[src/hdl/assert_macros.svh]
// Assertion macros for the RTL files, used by the controller
`ifndef ASSERT_MACROS_SVH
`define ASSERT_MACROS_SVH

// Property that must hold at every clock edge outside reset
`define ASSERT_CLK(label, clk, rst_n, prop, msg) \
    label: assert property (@(posedge clk) disable iff (!rst_n) prop) else $error(msg);

// Condition that must never be true outside reset
`define ASSERT_NEVER(label, clk, rst_n, cond, msg) \
    label: assert property (@(posedge clk) disable iff (!rst_n) !(cond)) else $error(msg);

`endif

[src/hdl/rxq_pkg.sv]
// Package: types, constants and command/status structs of the range xor tree
package rxq_pkg;

    localparam int MAX_ELEMENTS_DEF = 1024;
    localparam int COUNT_W          = 11;
    localparam int IDX_W            = 10;
    localparam int DATA_W           = 32;
    localparam int IN_TDATA_W       = 56;
    localparam logic [COUNT_W-1:0] COUNT_RESET = 11'd1024;

    typedef enum logic [1:0] {
        OP_LOAD   = 2'd0,
        OP_UPDATE = 2'd1,
        OP_QUERY  = 2'd2
    } t_opcode;

    // Which index a tree walk starts from
    typedef enum logic [2:0] {
        PT_A   = 3'd0,
        PT_AM1 = 3'd1,
        PT_A1  = 3'd2,
        PT_BC  = 3'd3,
        PT_BC1 = 3'd4
    } t_point;

    typedef struct packed {
        logic   clr_start;
        logic   clr_step;
        logic   accept;
        logic   walk_start;
        logic   walk_upd;
        t_point pt;
        logic   ram_rd;
        logic   walk_step;
        logic   delta_load;
        logic   out_load;
    } t_cmd;

    typedef struct packed {
        logic [1:0] op;
        logic       clr_last;
        logic       a_ge_n;
        logic       range_empty;
        logic       a_zero;
        logic       a1_in;
        logic       bc1_in;
        logic       walk_last;
        logic       out_full;
    } t_stat;

endpackage

[src/hdl/rxq_ctrl.sv]
// Controller: sequences clearing, tree walks and result hand-off
`include "assert_macros.svh"
module rxq_ctrl (
    input  logic           i_clk,
    input  logic           i_rst_n,
    input  logic           i_in_valid,
    output logic           o_in_ready,
    input  logic           i_cfg_valid,
    input  rxq_pkg::t_stat i_stat,
    output rxq_pkg::t_cmd  o_cmd
);
    typedef enum logic [2:0] {
        S_CLEAR, S_IDLE, S_NEXT, S_RD, S_DAT, S_OUT
    } t_state;

    t_state        r_state, n_state;
    logic [2:0]    r_phase, n_phase;
    rxq_pkg::t_cmd cmd;

    assign o_in_ready = (r_state == S_IDLE);

    always_comb begin
        cmd     = '0;
        cmd.pt  = rxq_pkg::PT_A;
        n_state = r_state;
        n_phase = r_phase;
        case (r_state)
            S_CLEAR: begin
                cmd.clr_step = 1'b1;
                if (i_stat.clr_last) n_state = S_IDLE;
            end
            S_IDLE: begin
                if (i_in_valid) begin
                    cmd.accept = 1'b1;
                    n_state    = S_NEXT;
                    n_phase    = '0;
                end
            end
            S_NEXT: begin
                n_phase = r_phase + 3'd1;
                case (i_stat.op)
                    rxq_pkg::OP_QUERY: begin
                        if (i_stat.range_empty) begin
                            n_state = S_OUT;
                        end else if (r_phase == 3'd0) begin
                            cmd.walk_start = 1'b1;
                            cmd.pt         = rxq_pkg::PT_BC;
                        end else if (r_phase == 3'd1 && !i_stat.a_zero) begin
                            cmd.walk_start = 1'b1;
                            cmd.pt         = rxq_pkg::PT_AM1;
                        end else begin
                            n_state = S_OUT;
                        end
                    end
                    rxq_pkg::OP_UPDATE: begin
                        if (i_stat.range_empty) begin
                            n_state = S_IDLE;
                        end else if (r_phase == 3'd0) begin
                            cmd.walk_start = 1'b1;
                            cmd.walk_upd   = 1'b1;
                            cmd.pt         = rxq_pkg::PT_A;
                        end else if (r_phase == 3'd1 && i_stat.bc1_in) begin
                            cmd.walk_start = 1'b1;
                            cmd.walk_upd   = 1'b1;
                            cmd.pt         = rxq_pkg::PT_BC1;
                        end else begin
                            n_state = S_IDLE;
                        end
                    end
                    rxq_pkg::OP_LOAD: begin
                        // read old value as prefix difference, then apply the delta
                        if (i_stat.a_ge_n) begin
                            n_state = S_IDLE;
                        end else if (r_phase == 3'd0) begin
                            cmd.walk_start = 1'b1;
                            cmd.pt         = rxq_pkg::PT_A;
                        end else if (r_phase == 3'd1) begin
                            if (!i_stat.a_zero) begin
                                cmd.walk_start = 1'b1;
                                cmd.pt         = rxq_pkg::PT_AM1;
                            end
                        end else if (r_phase == 3'd2) begin
                            cmd.delta_load = 1'b1;
                        end else if (r_phase == 3'd3) begin
                            cmd.walk_start = 1'b1;
                            cmd.walk_upd   = 1'b1;
                            cmd.pt         = rxq_pkg::PT_A;
                        end else if (r_phase == 3'd4 && i_stat.a1_in) begin
                            cmd.walk_start = 1'b1;
                            cmd.walk_upd   = 1'b1;
                            cmd.pt         = rxq_pkg::PT_A1;
                        end else begin
                            n_state = S_IDLE;
                        end
                    end
                    default: n_state = S_IDLE;
                endcase
                if (cmd.walk_start) n_state = S_RD;
            end
            S_RD: begin
                cmd.ram_rd = 1'b1;
                n_state    = S_DAT;
            end
            S_DAT: begin
                cmd.walk_step = 1'b1;
                n_state       = i_stat.walk_last ? S_NEXT : S_RD;
            end
            S_OUT: begin
                if (!i_stat.out_full) begin
                    cmd.out_load = 1'b1;
                    n_state      = S_IDLE;
                end
            end
            default: n_state = S_CLEAR;
        endcase
        // a count write restarts the clearing sweep
        if (i_cfg_valid) begin
            cmd.clr_start = 1'b1;
            n_state       = S_CLEAR;
        end
    end

    assign o_cmd = cmd;

    always_ff @(posedge i_clk) begin
        if (!i_rst_n) begin
            r_state <= S_CLEAR;
            r_phase <= '0;
        end else begin
            r_state <= n_state;
            r_phase <= n_phase;
        end
    end

    `ASSERT_CLK(a_cfg_clears, i_clk, i_rst_n, i_cfg_valid |=> r_state == S_CLEAR, "cfg write did not start clear")
    `ASSERT_CLK(a_accept_plans, i_clk, i_rst_n, (cmd.accept && !i_cfg_valid) |=> r_state == S_NEXT, "accepted item not planned")
    `ASSERT_NEVER(a_out_overrun, i_clk, i_rst_n, cmd.out_load && i_stat.out_full, "result register overwritten")
endmodule

[config.mk]
export PLATFORM = sky130hd
export DESIGN_NAME = rxq_ctrl
export DESIGN_NICKNAME = d
export VERILOG_FILES = /design/src/hdl/rxq_pkg.sv /design/src/hdl/rxq_ctrl.sv
export VERILOG_INCLUDE_DIRS = /design/src /design/src/hdl
export SDC_FILE = /design/constraint.sdc
export NUM_CORES = 1
export LEC_CHECK = 0
export ABC_CLOCK_PERIOD_IN_PS = 2300
export CORE_UTILIZATION = 34
export DETAILED_ROUTE_END_ITERATION = 16
export DONT_BUFFER_PORTS = 1
export GPL_ROUTABILITY_DRIVEN = 0
export PLACE_DENSITY = 0.55
export SYNTH_ARGS = -nofsm -noshare
export SYNTH_HDL_FRONTEND = slang
export SYNTH_SLANG_ARGS = --single-unit
[constraint.sdc]
create_clock -name i_clk -period 2.3 [get_ports i_clk]
set_clock_uncertainty 0.05 [all_clocks]
set_input_delay 0.46 -clock i_clk [delete_from_list [all_inputs] [get_ports i_clk]]
set_output_delay 0.46 -clock i_clk [all_outputs]
set_load 0.005 [all_outputs]
==> flow_summary_export.csv <==
group,metric,value,unit
layout,fillCellCount,193,
sta,fin_tns_setup,0,ns
layout,n_antenna_cell,0,
synthesis,yosysSeqAreaShare,0.177,
route,dr.pass1.iters,4,
flow_run,cap_viol_max_count,0,
setup_path,startpoint_type,"register",
min_path,min_from,"i_rst_n",
route,ant_nets,0,
place,port_buffers,0,
setup_path,reg2regPathDepth,7,
power_and_ir_drop,p_leak,0.285,nW
sta,setup_viol,0,
clock_tree,post_cts_buffers,0,
power_and_ir_drop,peakVddDrop,0.190,mV
sta,slew_headroom,0.589,
clock_tree,clock_latency,0.25,ns
clock_tree,htree_num_levels,1,
sta,fin_crit,2.20,ns
floorplanning,die_h,46.7,um
setup_path,worstSetupPathType,"reg2out",
grt,grt_antenna_before_repair,0,
grt,grtUsageTotal,0.148,
grt,grt_max_degree,16,
setup_path,path_cells,"inv_1, ha_1, or3_1, o22ai_1, a21oi_1, nor2_1",
sta,rsz0062_at_grt,"no",
clock_tree,cts_hold_buf,0,
min_path,whs_path_depth,1,
place,placed_cell_area,717,sq um
clock_tree,clockRootBuffer,"clkbuf_4",
place,hpwl,1200,um
sta,final_max_slew_viol_count,0,
route,wirelength,1590,um
synthesis,netlist_instances,91,
clock_tree,cts_buffers,3,
floorplanning,core-area,1800,sq um
sta,max_clock_freq,455,MHz
layout,layout.nets,114,
synthesis,synthDistinctLibCells,35,
synthesis,ys_seq_elements,6,
setup_path,crit_arrival,1.69,ns
setup_path,critical-path-slowest-cell,"dfxtp_1",
floorplanning,core.rowCount,15,
layout,final_cell_mix,"nor2_1, a21oi_1, buf_4",
route,drtIter0Drc,16,
synthesis,syn_nets,110,
floorplanning,die_w,46.7,um
min_path,hp-class,"in2reg",
synthesis,syn_area,679,sq um
sta,period_share,0.956,
run_status,status,"finished, final reports clean",
setup_path,rrSetupSlack,0.56,ns
setup_path,rr_endpoint,"r_state[0]",
clock_tree,cts.clk_slew.worst_paths,0.04,ns
grt,grt_pass1_vias,558,
synthesis,yosys_warnings,0,
setup_path,r2r_start,"r_phase[0]",
grt,grt-ovfl-total,0,
setup_path,worst_ep_required_time,1.79,ns
route,route.detailed.drc,0,
sta,worst_slew_pin_slew,0.609,ns
layout,area_growth,11.0,%
clock_tree,clock_sink_count,6,
route,vias,668,
layout,fin_area,754,sq um
grt,grt_pass1_wl,2260,um
clock_tree,clock_path_buffers,2,
floorplanning,die_area,2180,sq um
setup_path,cp-end-kind,"primary output",
synthesis,avgSynthCellArea,7.47,sq um
clock_tree,cts_tree,"yes",
setup_path,crit_fanout,7,
route,vias_per_cell,5.66,
route,wl_per_cell,13.5,um
layout,drive_gt1_frac,0.183,
setup_path,critPathMaxStageDelay,0.37,ns
floorplanning,start_util,0.377,
sta,report.final.hold_viol_count,0,
floorplanning,num_io_pins,27,
min_path,worstHoldEndpoint,"r_phase[1]",
power_and_ir_drop,powerDensity,324,nW/um^2
worst max path at each step:
stage	startpoint	endpoint	slack, ns
5_1_grt	r_phase[0]	o_cmd[8]	0.002
6_report	r_phase[1]	o_cmd[7]	0.10
4_1_cts	r_phase[0]	o_cmd[8]	0.06
2_1_floorplan	r_phase[0]	o_cmd[8]	0.28
3_3_place_gp	r_phase[0]	o_cmd[7]	0.27
3_5_place_dp	r_phase[0]	o_cmd[8]	0.26
routing by layer:
layer | track usage | up-vias | part of all wire
met3 | 0.0510 | 4 | 0.078
li1 | - | 335 | -
met2 | 0.233 | 28 | 0.47
met5 | 0 | - | 0
met4 | 0.0686 | 0 | 0.011
met1 | 0.179 | 301 | 0.44
metrics by stage:
stage                     utilization  std cells  hold WS (ns)  setup WS [ns]  total power [W]
after floorplan                     -         91         0.487          0.281         0.000138
after CTS                       0.414        118         0.286         0.0575         0.000248
after global placement          0.398        115         0.511          0.266         0.000145
after global routing            0.419        118         0.285        0.00246         0.000261
after detailed placement        0.398        115         0.528          0.263         0.000145
final                           0.419        118         0.296          0.101         0.000245
area by class of cell:
cell class / count / area [sq um] / share of cell area
multi-input combinational: 73 / 515 / 0.683
sequential: 6 / 121 / 0.161
timing repair buffer: 6 / 45.0 / 0.0597
tap: 25 / 31.3 / 0.0415
clock buffer: 3 / 22.5 / 0.0299
inverter: 5 / 18.8 / 0.0249
cell usage after synthesis:
cell type	n	area (sq um)
o22ai_1	2	12.5
mux2i_1	1	10.0
or3b_1	1	8.76
a31oi_2	1	12.5
o21ai_0	2	10.0
a41o_1	1	10.0
and3_1	2	12.5
a21o_1	1	7.51
nor2_4	1	11.3
nor4_1	2	12.5
ha_1	5	62.6
nor2b_1	5	31.3
nand2_1	3	11.3
nor3_1	5	25.0
a211oi_1	1	7.51
nor4bb_1	2	20.0
and4_1	2	17.5
a22oi_1	1	7.51
a21oi_1	10	50.1
and3b_1	1	8.76
clkbuf_1	4	15.0
or3_1	2	12.5
nor3b_1	3	22.5
inv_1	5	18.8
or4b_4	1	13.8
buf_2	1	5.00
dfxtp_1	6	120
buf_6	1	11.3
a221oi_2	1	15.0
o211ai_1	1	7.51
nor2_1	9	33.8
o311ai_1	1	8.76
nand3b_1	1	7.51
buf_4	1	7.51
nand2b_1	5	31.3
where the power goes:
part           switching (W)  internal [W]  leakage, nW
registers        0.000000672      0.000106       0.0490
clock network      0.0000411     0.0000592       0.0138
logic              0.0000192     0.0000188        0.222
state kept, by name, summed over array words and instances, names as in the netlist:
register / count
r_phase: 3
r_state: 3
cells by family (layout without fill, tap and decap cells):
kind of cell	Yosys count	in the layout	synth area share
compound gates	22	22	0.219
fa+ha+maj	5	5	0.0921
buf+inv	12	14	0.0847
flops	6	6	0.177
mux	1	1	0.0147
simple gates	45	45	0.413
critical path, delay by kind of cell (launching register included):
kind / cells / cell delay [ns]
AO/OA/AOI/OAI: 2 / 0.24
AND/OR/NAND/NOR: 2 / 0.49
buffers and inverters: 1 / 0.08
adder cells (fa/ha/maj): 1 / 0.26
flip-flops: 1 / 0.37
timing repair:
| item | in CTS | in global routing |
|---|---|---|
| gates resized for setup | 2 | 2 |
| setup endpoints to repair | 1 | 2 |
| endpoints found under the hold margin | 0 | 0 |
(Power assumes the default switching activity.)
